File: config.mk
export PLATFORM = sky130hd
export DESIGN_NAME = bezier_path_tessellator_core
export DESIGN_NICKNAME = d
export VERILOG_FILES = /design/src/hdl/bpt_pkg.sv /design/src/hdl/bezier_path_tessellator_core.sv /design/src/hdl/bpt_ctrl.sv /design/src/hdl/bpt_datapath.sv
export SDC_FILE = /design/constraint.sdc
export NUM_CORES = 2
export LEC_CHECK = 0
export ABC_AREA = 0
export BUFFER_PORTS_ARGS = -buffer_cell sky130_fd_sc_hd__buf_2
export CORE_UTILIZATION = 50
export CTS_CLUSTER_SIZE = 24
export DETAILED_ROUTE_END_ITERATION = 7
export PLACE_DENSITY = 0.66
export SLEW_MARGIN = 10
export SYNTH_ARGS = -nofsm -noshare
export SYNTH_HDL_FRONTEND = slang
export SYNTH_SLANG_ARGS = --single-unit
File: constraint.sdc
create_clock -name aclk -period 14.7 [get_ports aclk]
set_clock_uncertainty 0.2 [all_clocks]
set_input_delay 1.47 -clock aclk [delete_from_list [all_inputs] [get_ports aclk]]
set_output_delay 1.47 -clock aclk [all_outputs]
set_load 0.05 [all_outputs]
File: src/hdl/bpt_pkg.sv
// ============================================================================
// bpt_pkg: shared types and constants of the Bezier path tessellator
// Holds the micro-operation encoding that the controller issues to the
// datapath, the command and status structures, and the fixed constants.
// ============================================================================
package bpt_pkg;

    localparam int MAX_SAMPLES  = 64;
    localparam int CNT_W        = 6;
    localparam int STEP_W       = 5;
    localparam int MAX_STEPS    = 22;
    localparam int CFG_ADDR_W   = 2;
    localparam int T_STEP_RESET = 1311;
    localparam logic [1:0] CURVE_DEGREE_RESET = 2'd1;

    localparam logic [1:0] DEG_LINEAR    = 2'd1;
    localparam logic [1:0] DEG_QUADRATIC = 2'd2;
    localparam logic [1:0] DEG_CUBIC     = 2'd3;

    typedef enum logic [CFG_ADDR_W-1:0] {
        CFG_CURVE_DEGREE = 2'd0,
        CFG_T_STEP       = 2'd1
    } cfg_idx_t;

    typedef enum logic [1:0] {
        A_U,
        A_T,
        A_PX,
        A_PY
    } a_sel_t;

    typedef enum logic [2:0] {
        B_ONE,
        B_U,
        B_T,
        B_UU,
        B_TT,
        B_WLO,
        B_WHI
    } b_sel_t;

    typedef enum logic [3:0] {
        D_NONE,
        D_UU,
        D_TT,
        D_W,
        D_W2,
        D_W3,
        D_ACCX_LO,
        D_ACCX_HI,
        D_ACCY_LO,
        D_ACCY_HI
    } dst_t;

    typedef struct packed {
        a_sel_t     a_sel;
        b_sel_t     b_sel;
        logic [1:0] idx;
        dst_t       dst;
        logic       last;
    } mop_t;

    typedef struct packed {
        logic accept;
        logic setup;
        logic op_valid;
        mop_t op;
        logic load_out;
    } bpt_cmd_t;

    typedef struct packed {
        logic       seg_go;
        logic [1:0] deg;
        logic       last_sample;
    } bpt_sts_t;

    // Weight steps first, then four product steps per control point.
    function automatic mop_t micro_op(input logic [1:0] deg, input logic [STEP_W-1:0] step);
        mop_t              op;
        logic [STEP_W-1:0] base;
        logic [STEP_W-1:0] k;
        op.a_sel = A_U;
        op.b_sel = B_ONE;
        op.idx   = 2'd0;
        op.dst   = D_NONE;
        op.last  = 1'b0;
        case (deg)
            DEG_QUADRATIC: base = STEP_W'(3);
            DEG_CUBIC:     base = STEP_W'(6);
            default:       base = STEP_W'(2);
        endcase
        k = step - base;
        if (step < base) begin
            case (deg)
                DEG_QUADRATIC: begin
                    case (step[1:0])
                        2'd0:    begin op.a_sel = A_U; op.b_sel = B_U; op.dst = D_W;
                                       op.idx = 2'd0; end
                        2'd1:    begin op.a_sel = A_T; op.b_sel = B_T; op.dst = D_W;
                                       op.idx = 2'd2; end
                        default: begin op.a_sel = A_U; op.b_sel = B_T; op.dst = D_W2;
                                       op.idx = 2'd1; end
                    endcase
                end
                DEG_CUBIC: begin
                    case (step[2:0])
                        3'd0:    begin op.a_sel = A_U; op.b_sel = B_U; op.dst = D_UU; end
                        3'd1:    begin op.a_sel = A_T; op.b_sel = B_T; op.dst = D_TT; end
                        3'd2:    begin op.a_sel = A_U; op.b_sel = B_UU; op.dst = D_W;
                                       op.idx = 2'd0; end
                        3'd3:    begin op.a_sel = A_T; op.b_sel = B_UU; op.dst = D_W3;
                                       op.idx = 2'd1; end
                        3'd4:    begin op.a_sel = A_U; op.b_sel = B_TT; op.dst = D_W3;
                                       op.idx = 2'd2; end
                        default: begin op.a_sel = A_T; op.b_sel = B_TT; op.dst = D_W;
                                       op.idx = 2'd3; end
                    endcase
                end
                default: begin
                    op.dst = D_W;
                    if (step[0]) begin
                        op.a_sel = A_T;
                        op.idx   = 2'd1;
                    end
                end
            endcase
        end else begin
            op.idx = k[3:2];
            case (k[1:0])
                2'd0:    begin op.a_sel = A_PX; op.b_sel = B_WLO; op.dst = D_ACCX_LO; end
                2'd1:    begin op.a_sel = A_PX; op.b_sel = B_WHI; op.dst = D_ACCX_HI; end
                2'd2:    begin op.a_sel = A_PY; op.b_sel = B_WLO; op.dst = D_ACCY_LO; end
                default: begin op.a_sel = A_PY; op.b_sel = B_WHI; op.dst = D_ACCY_HI; end
            endcase
            op.last = (k[3:2] == deg) && (k[1:0] == 2'd3);
        end
        return op;
    endfunction

endpackage

File: src/hdl/bezier_path_tessellator_core.sv
// ============================================================================
// bezier_path_tessellator_core: Bezier path tessellator top level
// Joins the sequencer and the datapath behind the point and sample channels.
// ============================================================================
// Control points enter one per transaction; a point that does not complete a
// segment is absorbed while the sequencer stays idle. A point that
// completes a segment of the configured degree releases up to 64 samples,
// t stepping by t_step from zero and clamped to one. Each sample, whether
// linear, quadratic or cubic, runs a setup state, then the products on the
// single shared multiplier in turn (weights, then a low and a high partial
// product per coordinate and control point), a drain state and a rounding
// state. A sample waiting in the output register holds the run but does not
// stop the next point from being accepted once the run is done.
module bezier_path_tessellator_core
    import bpt_pkg::*;
#(
    parameter int COORD_BITS    = 16,
    parameter int T_FRAC_BITS   = 16,
    parameter int OUT_FRAC_BITS = 8
) (
    input  logic                                   aclk,
    input  logic                                   aresetn,
    input  logic                                   cfg_wr_en,
    input  logic [CFG_ADDR_W-1:0]                  cfg_addr,
    input  logic [T_FRAC_BITS:0]                   cfg_wr_data,
    input  logic                                   s_valid,
    output logic                                   s_ready,
    input  logic                                   s_start_path,
    input  logic signed [COORD_BITS-1:0]           s_point_x,
    input  logic signed [COORD_BITS-1:0]           s_point_y,
    output logic                                   m_valid,
    input  logic                                   m_ready,
    output logic signed [COORD_BITS+OUT_FRAC_BITS-1:0] m_sample_x,
    output logic signed [COORD_BITS+OUT_FRAC_BITS-1:0] m_sample_y,
    output logic                                   m_last_of_segment
);

    bpt_cmd_t cmd;
    bpt_sts_t sts;

    bpt_ctrl u_ctrl (
        .aclk    (aclk),
        .aresetn (aresetn),
        .s_valid (s_valid),
        .s_ready (s_ready),
        .m_valid (m_valid),
        .m_ready (m_ready),
        .sts     (sts),
        .cmd     (cmd)
    );

    bpt_datapath #(
        .COORD_BITS    (COORD_BITS),
        .T_FRAC_BITS   (T_FRAC_BITS),
        .OUT_FRAC_BITS (OUT_FRAC_BITS)
    ) u_datapath (
        .aclk              (aclk),
        .aresetn           (aresetn),
        .cfg_wr_en         (cfg_wr_en),
        .cfg_addr          (cfg_addr),
        .cfg_wr_data       (cfg_wr_data),
        .s_start_path      (s_start_path),
        .s_point_x         (s_point_x),
        .s_point_y         (s_point_y),
        .m_sample_x        (m_sample_x),
        .m_sample_y        (m_sample_y),
        .m_last_of_segment (m_last_of_segment),
        .cmd               (cmd),
        .sts               (sts)
    );

endmodule

File: src/hdl/bpt_ctrl.sv
// ============================================================================
// bpt_ctrl: sequencer of the Bezier path tessellator
// Accepts control points, steps the shared multiplier through the weight and
// product sequence of each sample, and owns the result valid flag.
// ============================================================================
module bpt_ctrl
    import bpt_pkg::*;
(
    input  logic     aclk,
    input  logic     aresetn,
    input  logic     s_valid,
    output logic     s_ready,
    output logic     m_valid,
    input  logic     m_ready,
    input  bpt_sts_t sts,
    output bpt_cmd_t cmd
);

    typedef enum logic [2:0] {
        ST_IDLE,
        ST_SETUP,
        ST_MUL,
        ST_DRAIN,
        ST_ROUND
    } state_t;

    state_t            state_reg;
    logic [STEP_W-1:0] step_reg;
    logic              m_valid_reg;
    mop_t              op;
    logic              accept;
    logic              load;

    always_comb begin
        op     = micro_op(sts.deg, step_reg);
        accept = s_valid && (state_reg == ST_IDLE);
        load   = (state_reg == ST_ROUND) && (!m_valid_reg || m_ready);
    end

    assign s_ready      = (state_reg == ST_IDLE);
    assign m_valid      = m_valid_reg;
    assign cmd.accept   = accept;
    assign cmd.setup    = (state_reg == ST_SETUP);
    assign cmd.op_valid = (state_reg == ST_MUL);
    assign cmd.op       = op;
    assign cmd.load_out = load;

    always_ff @(posedge aclk) begin
        if (!aresetn) begin
            state_reg   <= ST_IDLE;
            step_reg    <= '0;
            m_valid_reg <= 1'b0;
        end else begin
            if (load) begin
                m_valid_reg <= 1'b1;
            end else if (m_ready) begin
                m_valid_reg <= 1'b0;
            end
            case (state_reg)
                ST_IDLE: begin
                    if (accept && sts.seg_go) begin
                        state_reg <= ST_SETUP;
                    end
                end
                ST_SETUP: begin
                    step_reg  <= '0;
                    state_reg <= ST_MUL;
                end
                ST_MUL: begin
                    if (op.last) begin
                        state_reg <= ST_DRAIN;
                    end else begin
                        step_reg <= step_reg + STEP_W'(1);
                    end
                end
                ST_DRAIN: begin
                    state_reg <= ST_ROUND;
                end
                ST_ROUND: begin
                    if (load) begin
                        state_reg <= sts.last_sample ? ST_IDLE : ST_SETUP;
                    end
                end
                default: begin
                    state_reg <= ST_IDLE;
                end
            endcase
        end
    end

`ifndef SYNTHESIS
    a_valid_from_round: assert property (@(posedge aclk) disable iff (!aresetn)
        $rose(m_valid_reg) |-> $past(state_reg == ST_ROUND))
        else $error("Result valid rose without a sample being loaded.");

    a_step_bound: assert property (@(posedge aclk) disable iff (!aresetn)
        (state_reg == ST_MUL) |-> (step_reg < STEP_W'(MAX_STEPS)))
        else $error("Micro-operation step ran past the longest sequence.");

    a_run_ends: assert property (@(posedge aclk) disable iff (!aresetn)
        (load && sts.last_sample) |=> (state_reg == ST_IDLE))
        else $error("Sequencer did not return to idle after the final sample.");

    a_hold_only: assert property (@(posedge aclk) disable iff (!aresetn)
        (accept && !sts.seg_go) |=> (state_reg == ST_IDLE))
        else $error("A held point started a sample run.");
`endif

endmodule

File: src/hdl/bpt_datapath.sv
// ============================================================================
// bpt_datapath: arithmetic and storage of the Bezier path tessellator
// Holds the configuration, the held points and the segment, and computes each
// sample as an exact Bernstein sum on one shared multiplier, rounded once.
// ============================================================================
module bpt_datapath
    import bpt_pkg::*;
#(
    parameter int COORD_BITS    = 16,
    parameter int T_FRAC_BITS   = 16,
    parameter int OUT_FRAC_BITS = 8
) (
    input  logic                                   aclk,
    input  logic                                   aresetn,
    input  logic                                   cfg_wr_en,
    input  logic [CFG_ADDR_W-1:0]                  cfg_addr,
    input  logic [T_FRAC_BITS:0]                   cfg_wr_data,
    input  logic                                   s_start_path,
    input  logic signed [COORD_BITS-1:0]           s_point_x,
    input  logic signed [COORD_BITS-1:0]           s_point_y,
    output logic signed [COORD_BITS+OUT_FRAC_BITS-1:0] m_sample_x,
    output logic signed [COORD_BITS+OUT_FRAC_BITS-1:0] m_sample_y,
    output logic                                   m_last_of_segment,
    input  bpt_cmd_t                               cmd,
    output bpt_sts_t                               sts
);

    localparam int TW    = T_FRAC_BITS + 1;
    localparam int TRW   = T_FRAC_BITS + 2;
    localparam int AW    = (COORD_BITS > TW) ? COORD_BITS : TW;
    localparam int BW    = 2 * T_FRAC_BITS + 1;
    localparam int WW    = 3 * T_FRAC_BITS + 1;
    localparam int PW    = AW + BW;
    localparam int ACC_W = 3 * T_FRAC_BITS + COORD_BITS;
    localparam int OW    = COORD_BITS + OUT_FRAC_BITS;
    localparam int EXT_W = ACC_W + OUT_FRAC_BITS;
    localparam int EPS   = ((1 << T_FRAC_BITS) + 5000) / 10000;

    localparam logic [TRW-1:0] T_ONE   = TRW'(1) << T_FRAC_BITS;
    localparam logic [TRW-1:0] T_LIMIT = T_ONE + TRW'(EPS);

    localparam int S1  = T_FRAC_BITS - OUT_FRAC_BITS;
    localparam int S2  = 2 * T_FRAC_BITS - OUT_FRAC_BITS;
    localparam int S3  = 3 * T_FRAC_BITS - OUT_FRAC_BITS;
    localparam int RS1 = (S1 > 0) ? S1 : 0;
    localparam int RS2 = (S2 > 0) ? S2 : 0;
    localparam int RS3 = (S3 > 0) ? S3 : 0;
    localparam int LS1 = (S1 > 0) ? 0 : -S1;
    localparam int LS2 = (S2 > 0) ? 0 : -S2;
    localparam int LS3 = (S3 > 0) ? 0 : -S3;
    localparam int RB1 = (S1 > 0) ? S1 - 1 : 0;
    localparam int RB2 = (S2 > 0) ? S2 - 1 : 0;
    localparam int RB3 = (S3 > 0) ? S3 - 1 : 0;
    localparam logic [ACC_W-1:0] BIAS1 = (S1 > 0) ? (ACC_W'(1) << RB1) : ACC_W'(0);
    localparam logic [ACC_W-1:0] BIAS2 = (S2 > 0) ? (ACC_W'(1) << RB2) : ACC_W'(0);
    localparam logic [ACC_W-1:0] BIAS3 = (S3 > 0) ? (ACC_W'(1) << RB3) : ACC_W'(0);

    logic [1:0]            deg_cfg_reg;
    logic [TW-1:0]         t_step_reg;
    logic [1:0]            held_count_reg;
    logic [COORD_BITS-1:0] held_x_reg [3];
    logic [COORD_BITS-1:0] held_y_reg [3];
    logic [COORD_BITS-1:0] px_reg [4];
    logic [COORD_BITS-1:0] py_reg [4];
    logic [1:0]            deg_reg;
    logic [TRW-1:0]        t_run_reg;
    logic [CNT_W-1:0]      n_reg;
    logic [TW-1:0]         tc_reg;
    logic [TW-1:0]         u_reg;
    logic [BW-1:0]         uu_reg;
    logic [BW-1:0]         tt_reg;
    logic [WW-1:0]         w_reg [4];
    logic [PW-1:0]         prod_reg;
    dst_t                  dst_reg;
    logic [1:0]            idx_reg;
    logic [ACC_W-1:0]      acc_x_reg;
    logic [ACC_W-1:0]      acc_y_reg;
    logic [OW-1:0]         sample_x_reg;
    logic [OW-1:0]         sample_y_reg;
    logic                  last_reg;

    logic [1:0]            deg_eff;
    logic [1:0]            count_eff;
    logic                  seg_go;
    logic [COORD_BITS-1:0] new_x;
    logic [COORD_BITS-1:0] new_y;
    logic [TRW-1:0]        t_next;
    logic                  last_sample;
    logic [TW-1:0]         t_clamp;
    logic [ACC_W-1:0]      bias;
    logic [AW-1:0]         a_opnd;
    logic [BW-1:0]         b_opnd;
    logic [EXT_W-1:0]      ext_x;
    logic [EXT_W-1:0]      ext_y;

    always_comb begin
        deg_eff     = (deg_cfg_reg == 2'd0) ? DEG_LINEAR : deg_cfg_reg;
        count_eff   = s_start_path ? 2'd0 : held_count_reg;
        seg_go      = (count_eff >= deg_eff);
        new_x       = {~s_point_x[COORD_BITS-1], s_point_x[COORD_BITS-2:0]};
        new_y       = {~s_point_y[COORD_BITS-1], s_point_y[COORD_BITS-2:0]};
        t_next      = t_run_reg + TRW'(t_step_reg);
        last_sample = (t_next > T_LIMIT) || (n_reg == CNT_W'(MAX_SAMPLES - 1));
        t_clamp     = (t_run_reg > T_ONE) ? T_ONE[TW-1:0] : t_run_reg[TW-1:0];
        case (deg_reg)
            DEG_QUADRATIC: bias = BIAS2;
            DEG_CUBIC:     bias = BIAS3;
            default:       bias = BIAS1;
        endcase
    end

    always_comb begin
        case (cmd.op.a_sel)
            A_U:     a_opnd = AW'(u_reg);
            A_T:     a_opnd = AW'(tc_reg);
            A_PX:    a_opnd = AW'(px_reg[cmd.op.idx]);
            default: a_opnd = AW'(py_reg[cmd.op.idx]);
        endcase
        case (cmd.op.b_sel)
            B_ONE:   b_opnd = BW'(1);
            B_U:     b_opnd = BW'(u_reg);
            B_T:     b_opnd = BW'(tc_reg);
            B_UU:    b_opnd = uu_reg;
            B_TT:    b_opnd = tt_reg;
            B_WLO:   b_opnd = w_reg[cmd.op.idx][BW-1:0];
            B_WHI:   b_opnd = BW'(w_reg[cmd.op.idx][WW-1:BW]);
            default: b_opnd = '0;
        endcase
    end

    always_comb begin
        case (deg_reg)
            DEG_QUADRATIC: begin
                ext_x = (EXT_W'(acc_x_reg) << LS2) >> RS2;
                ext_y = (EXT_W'(acc_y_reg) << LS2) >> RS2;
            end
            DEG_CUBIC: begin
                ext_x = (EXT_W'(acc_x_reg) << LS3) >> RS3;
                ext_y = (EXT_W'(acc_y_reg) << LS3) >> RS3;
            end
            default: begin
                ext_x = (EXT_W'(acc_x_reg) << LS1) >> RS1;
                ext_y = (EXT_W'(acc_y_reg) << LS1) >> RS1;
            end
        endcase
    end

    always_ff @(posedge aclk) begin
        if (!aresetn) begin
            deg_cfg_reg    <= CURVE_DEGREE_RESET;
            t_step_reg     <= TW'(T_STEP_RESET);
            held_count_reg <= 2'd0;
            deg_reg        <= DEG_LINEAR;
            dst_reg        <= D_NONE;
        end else begin
            if (cfg_wr_en) begin
                case (cfg_addr)
                    CFG_CURVE_DEGREE: deg_cfg_reg <= cfg_wr_data[1:0];
                    CFG_T_STEP:       t_step_reg  <= cfg_wr_data;
                    default:          ;
                endcase
            end
            if (cmd.accept) begin
                if (seg_go) begin
                    held_count_reg <= 2'd1;
                    deg_reg        <= deg_eff;
                end else begin
                    held_count_reg <= count_eff + 2'd1;
                end
            end
            dst_reg <= cmd.op_valid ? cmd.op.dst : D_NONE;
        end
    end

    always_ff @(posedge aclk) begin
        if (cmd.accept) begin
            if (seg_go) begin
                for (int i = 0; i < 3; i++) begin
                    if (2'(i) < deg_eff) begin
                        px_reg[i] <= held_x_reg[i];
                        py_reg[i] <= held_y_reg[i];
                    end
                end
                px_reg[deg_eff] <= new_x;
                py_reg[deg_eff] <= new_y;
                held_x_reg[0]   <= new_x;
                held_y_reg[0]   <= new_y;
                t_run_reg       <= '0;
                n_reg           <= '0;
            end else begin
                held_x_reg[count_eff] <= new_x;
                held_y_reg[count_eff] <= new_y;
            end
        end
        if (cmd.setup) begin
            tc_reg <= t_clamp;
            u_reg  <= T_ONE[TW-1:0] - t_clamp;
        end
        prod_reg <= PW'(a_opnd) * PW'(b_opnd);
        idx_reg  <= cmd.op.idx;
        if (cmd.setup) begin
            acc_x_reg <= bias;
            acc_y_reg <= bias;
        end else begin
            case (dst_reg)
                D_UU:      uu_reg <= prod_reg[BW-1:0];
                D_TT:      tt_reg <= prod_reg[BW-1:0];
                D_W:       w_reg[idx_reg] <= prod_reg[WW-1:0];
                D_W2:      w_reg[idx_reg] <= {prod_reg[WW-2:0], 1'b0};
                D_W3:      w_reg[idx_reg] <= prod_reg[WW-1:0] + {prod_reg[WW-2:0], 1'b0};
                D_ACCX_LO: acc_x_reg <= acc_x_reg + ACC_W'(prod_reg);
                D_ACCX_HI: acc_x_reg <= acc_x_reg + (ACC_W'(prod_reg) << BW);
                D_ACCY_LO: acc_y_reg <= acc_y_reg + ACC_W'(prod_reg);
                D_ACCY_HI: acc_y_reg <= acc_y_reg + (ACC_W'(prod_reg) << BW);
                default:   ;
            endcase
        end
        if (cmd.load_out) begin
            sample_x_reg <= {~ext_x[OW-1], ext_x[OW-2:0]};
            sample_y_reg <= {~ext_y[OW-1], ext_y[OW-2:0]};
            last_reg     <= last_sample;
            t_run_reg    <= t_next;
            n_reg        <= n_reg + CNT_W'(1);
        end
    end

    assign sts.seg_go         = seg_go;
    assign sts.deg            = deg_reg;
    assign sts.last_sample    = last_sample;
    assign m_sample_x         = sample_x_reg;
    assign m_sample_y         = sample_y_reg;
    assign m_last_of_segment  = last_reg;

endmodule

### Word-level counts from Yosys, hierarchy flattened

Memory sizes are Yosys's and may differ from the RTL's.
Cells that the tools add are included.

* $add $sub $neg: 11
* multipliers: 1
* magnitude comparators: 7
* equal/unequal tests: 38
* mux-type cells: 76
* bitwise operators: 7
* reduce and logical (&&, ||, !) cells: 34

Operators by type and width (count)
* $pmux 64 s2: 2
* $pmux 33 s7: 1
* $add 64x50->64: 2
* $add 64x64->64: 2
* $mux 64: 2
* $mux 49: 2
* $pmux 24 s2: 2
* $pmux 40 s2: 1
* $mux 18: 3
* $pmux 17 s3: 1
* $mul 17x33->50: 1
* $add 49x49->49: 1
* $gt 18x17->1 const B: 2
* $mux 1: 34
* $mux 16: 2
* $reduce_or 16->1: 2
* $pmux 4 s3: 2
* $pmux 10 s2: 1
* $pmux 4 s5: 1
* $add 18x17->18: 1
* $eq 3x2->1 const B: 6
* $mux 6: 3
* $mux 17: 1
* $sub 17x17->17 const A: 1
* other kinds (44): 98

* register bits after elaboration: 389
* memory bits (writable): 420
* input bits: 57
* output and inout bits: 51
* word-level logic and storage cells: 200
* memories: 5

Memories
* u_datapath.w_reg: words 4, width 49, read ports 1, clocked after memory_dff 0, write ports 1, line bpt_datapath.sv:72 `logic [WW-1:0] w_reg [4];`
* u_datapath.px_reg: words 4, width 16, read ports 1, clocked after memory_dff 0, write ports 4, line bpt_datapath.sv:63 `logic [COORD_BITS-1:0] px_reg [4];`
* u_datapath.py_reg: words 4, width 16, read ports 1, clocked after memory_dff 0, write ports 4, line bpt_datapath.sv:64 `logic [COORD_BITS-1:0] py_reg [4];`
* u_datapath.held_x_reg: words 3, width 16, read ports 3, clocked after memory_dff 0, write ports 1, line bpt_datapath.sv:61 `logic [COORD_BITS-1:0] held_x_reg [3];`
* u_datapath.held_y_reg: words 3, width 16, read ports 3, clocked after memory_dff 0, write ports 1, line bpt_datapath.sv:62 `logic [COORD_BITS-1:0] held_y_reg [3];`

### Logic depth before layout (Yosys ltp)

* depth after elaboration: 9
* mapped depth: 41
* mapped depth without buffers: 37

### Cells and area by module

Synthesis repeated with hierarchy kept, for this count alone.

* cell total of the unflattened synthesis: 6038
* area total of the unflattened synthesis: 62866.5 µm²

By module, submodules not included
* bpt_datapath: instances 1, cells an instance 5910, area each 61896.9 µm², sequential area each 23202.3 µm²
* bpt_ctrl: instances 1, cells an instance 128, area each 969.7 µm², sequential area each 180.2 µm²

### Least setup slack after synthesis

OpenSTA, ideal clock, no wires.

* path type: register -> register
* start: register u_datapath.deg_reg[0]
* end: register u_datapath.prod_reg[48]
* library setup time: 123 ps
* arrival time: 9010 ps
* data required time: 14377 ps
* setup slack: 5366 ps
* stages on the path, launching flop included: 38
* buffers on the path: 6
* period minus slack after synthesis: 9334 ps
* cells stage by stage: dfxtp_1 clkbuf_1 clkbuf_1 nand2_1 ha_1 and3_1 nor4_4 and2_4 a21oi_4 buf_6 buf_12 buf_8 mux2i_1 mux4_2 a21oi_2 buf_2 nand2_1 fa_1 (+2 left out) fa_1 fa_1 fa_1 inv_1 fa_1 inv_1 ha_1 a21oi_1 o21ai_0 a211o_1 a221o_1 a22oi_1 o31a_1 o21ba_2 o211ai_1 a221oi_1 o21bai_1 xor2_1

* longest elaborated chain between the ends: 9
* elaborated cells on any way between the ends: 29
* those cells by class: 1 x add/sub; 1 x mul; 1 x order compare; 12 x eq/ne; 8 x mux; 3 x reduce/logical; 3 x memory

RTL lines
* from (decl): line bpt_datapath.sv:65 `logic [1:0] deg_reg;`
* from (signal assigned): line bpt_datapath.sv:166 `deg_reg <= deg_eff;`
* $eq 2x2->1: line bpt_pkg.sv:87, bpt_pkg.sv:94
* $pmux 3 s2: line bpt_pkg.sv:87 `case (deg)`
* $sub 4x3->4: line bpt_pkg.sv:92 `k = step - base;`
* $eq 2x2->1 (tied with other cells): line bpt_pkg.sv:129 `case (k[1:0])`
* $pmux 4 s3: line bpt_pkg.sv:129
* $mux 11 *: line bpt_pkg.sv:93 `if (step < base) begin`
* $eq 3x3->1 (tied with other cells): line bpt_datapath.sv:119 `case (cmd.op.b_sel)`
* $pmux 33 s7 / $pmux 17 s3 (equally long branches): line bpt_datapath.sv:119, bpt_datapath.sv:113
* $mul 17x33->50 *: line bpt_datapath.sv:199 `prod_reg <= PW'(a_opnd) * PW'(b_opnd);`
* to (signal assigned): line bpt_datapath.sv:199
* to (decl): line bpt_datapath.sv:73 `logic [PW-1:0] prod_reg;`

Mark *: on every way between the ends. The rest lies on a longest branch, timed or not.
A chain may end at the register's enable or synchronous reset.

### Final worst setup path

Ends and elaborated chain as after synthesis.

==> flow_summary.json <==
{
  "outcome": "complete, no violations",
  "ios": 108,
  "ys_seq_area_share_pct": 37.4,
  "hpwl_um": 129000,
  "core_area_um2": 124000,
  "layout_setup_ws_ns": 2.72,
  "relSlewSlack_pct": 12.9,
  "worst_pin_slew_ns": 1.30,
  "die_area_um2": 126000,
  "place_area_um2": 64800,
  "cts_resized": 0,
  "setup_viol": 0,
  "grt_max_degree": 76,
  "synthArstFlopShare_pct": 0,
  "final_common_cell": "edfxtp_1",
  "cp.arrival_ns": 12.33,
  "crit_path_frequent_cell": "fa_1",
  "layout-drive-gt1-share_pct": 9.15,
  "postCtsHoldBufs": 0,
  "wl_um": 182000,
  "drc_errors": 0,
  "slew_viol_final": 0,
  "layout.nets": 6873,
  "yosys.area.top_type": "edfxtp_1",
  "cts_buffers": 83,
  "drtIter0Drc": 4633,
  "p_total_mw": 8.20,
  "hold_viol": 0,
  "finalWeightedCongestion": 0.988,
  "power_density_nw_per_um2": 121,
  "critical_path.endpoint_type": "register",
  "period_needed_ns": 11.98,
  "wl_per_cell_um": 23.7,
  "antenna_found_initial": 7,
  "port_buffers": 107,
  "drtPass1Iterations": 6,
  "die-height_um": 356,
  "vias": 45849,
  "area_delta_synth_final_pct": 8.15,
  "clockBufferDepth": 3,
  "p_leak_nw": 28.5,
  "rsz0062_at_grt": "no",
  "largest_reg_flops": 196,
  "synthDistinctLibCells": 100,
  "viasPerCell": 5.96,
  "synth-seq-cells": 808,
  "track_usage_pct": 28.9,
  "synth_ff_type": "edfxtp_1",
  "syn-num-nets": 6841,
  "path_clk_slew_ns": 0.06,
  "cts_tree": "done",
  "cts_setup_buffers": 0,
  "hold_ws_ns": 0.213,
  "avgSynthCellArea_um2": 10.5,
  "ant_nets": 0,
  "critical-path-slowest-cell": "dfxtp_4",
  "crit_fanout": 62,
  "clk_latency_ns": 0.69,
  "setup_tns_ns": 0,
  "synth-edff-count": 720,
  "start_util_pct": 50.5,
  "synthCells": 5953,
  "start_kind": "register",
  "layout_common_cells": "edfxtp_1, nand2_1, inv_1",
  "worst_ep_required_time_ns": 15.05,
  "yosysWarningCount": 0,
  "hold_path_class": "reg2reg",
  "path_class": "reg2reg",
  "syn_area_um2": 62500,
  "htree_levels": 3,
  "dp_worst_setup_slack_ns": 2.96,
  "grt_overflow_total": 0,
  "ir_drop_mv": 0.109,
  "die_w_um": 356,
  "synth_top_cell_area_share_pct": 34.6,
  "clock-sinks": 808,
  "fmax_ghz": 0.0835,
  "period_share_pct": 81.5,
  "fin_area_um2": 67600,
  "yosys-top-cells-area": "edfxtp_1, fa_1, ha_1",
  "slowest_delay_ns": 1.00,
  "drv_cap": 0,
  "num_rows": 129,
  "root_buffer": "clkbuf_16",
  "grt_pass1_vias": 44900,
  "grt_pass1_wl_um": 276000
}
per-stage QoR:
step	utilization, %	instances
3_5_place_dp	52.4	7537
6_report	54.6	7691
5_1_grt	54.6	7690
2_1_floorplan	-	5953
4_1_cts	54.6	7690
3_3_place_gp	52.4	7537
cells in the mapped netlist (32+ instances only):
cell type and instances:
a21o_1 154, mux4_2 49, dfxtp_1 88, mux2i_1 216
and3_1 58, ha_1 361, a21oi_1 356, nor2_1 338
mux2_2 61, buf_2 63, xor2_1 100, o21ai_0 205
o21bai_1 43, nor3_1 59, nand2b_1 47, buf_4 32
nor2b_1 58, edfxtp_1 720, fa_1 470, inv_1 638
nand3_1 68, xnor2_1 178, nand4_1 43, a211oi_1 45
and2_1 190, clkbuf_1 159, nand2_1 693
final cells by class:
cell class / instances / area, um2
Multi-Input combinational cell: 4225 / 35500
Timing Repair Buffer: 228 / 1480
Clock inverter: 40 / 489
Sequential cell: 808 / 23400
Fill cell: 10724 / 56200
Tap cell: 1637 / 2050
Antenna cell: 1 / 2.50
Clock buffer: 113 / 2270
Inverter: 639 / 2400
per-layer routing:
layer / global-route usage (%) / part of all wire, % / up-vias
li1: - / - / 20686
met1: 40.8 / 41 / 22662
met2: 45.1 / 45 / 2191
met3: 4.95 / 10 / 308
met4: 9.80 / 3.4 / 2
met5: 0 / 0.0071 / -
where the power goes:
group | internal [mW] | switching (mW) | total, mW
sequential | 2.79 | 0.172 | 2.96
combinational | 1.10 | 1.98 | 3.08
clock | 1.23 | 0.932 | 2.17
kinds of logic after synthesis:
| family | count (synthesis) | synth area share, % |
|---|---|---|
| AO/OA/AOI/OAI | 1141 | 11.8 |
| XOR/XNOR | 278 | 3.90 |
| adder cells (fa/ha/maj) | 831 | 22.3 |
| buffers and inverters | 920 | 6.01 |
| flip-flops | 808 | 37.4 |
| multiplexers | 326 | 6.32 |
| AND/OR/NAND/NOR | 1649 | 12.3 |
critical path, delay by kind of cell, from the launching register on:
family	cells	cell delay [ns]
buf+inv	3	0.60
xor+xnor	1	0.15
fa+ha+maj	8	3.75
simple gates	6	1.52
flops	1	1.00
compound gates	14	4.61
path summary, 6_finish.rpt:
kind,from,to,slack [ns],cells past startpoint
worst max register to register,u_datapath.deg_reg[0]$_SDFFE_PN1P_,u_datapath.prod_reg[48]$_DFF_P_,2.72,32
worst min register to register,u_datapath.held_y_reg[0][7]$_DFFE_PP_,u_datapath.py_reg[0][7]$_DFFE_PP_,0.21,0
worst min-delay path,u_datapath.held_y_reg[0][7]$_DFFE_PP_,u_datapath.py_reg[0][7]$_DFFE_PP_,0.21,0
worst max-delay path,u_datapath.deg_reg[0]$_SDFFE_PN1P_,u_datapath.prod_reg[48]$_DFF_P_,2.72,32
Note: power is estimated with default switching activity, not from simulation.
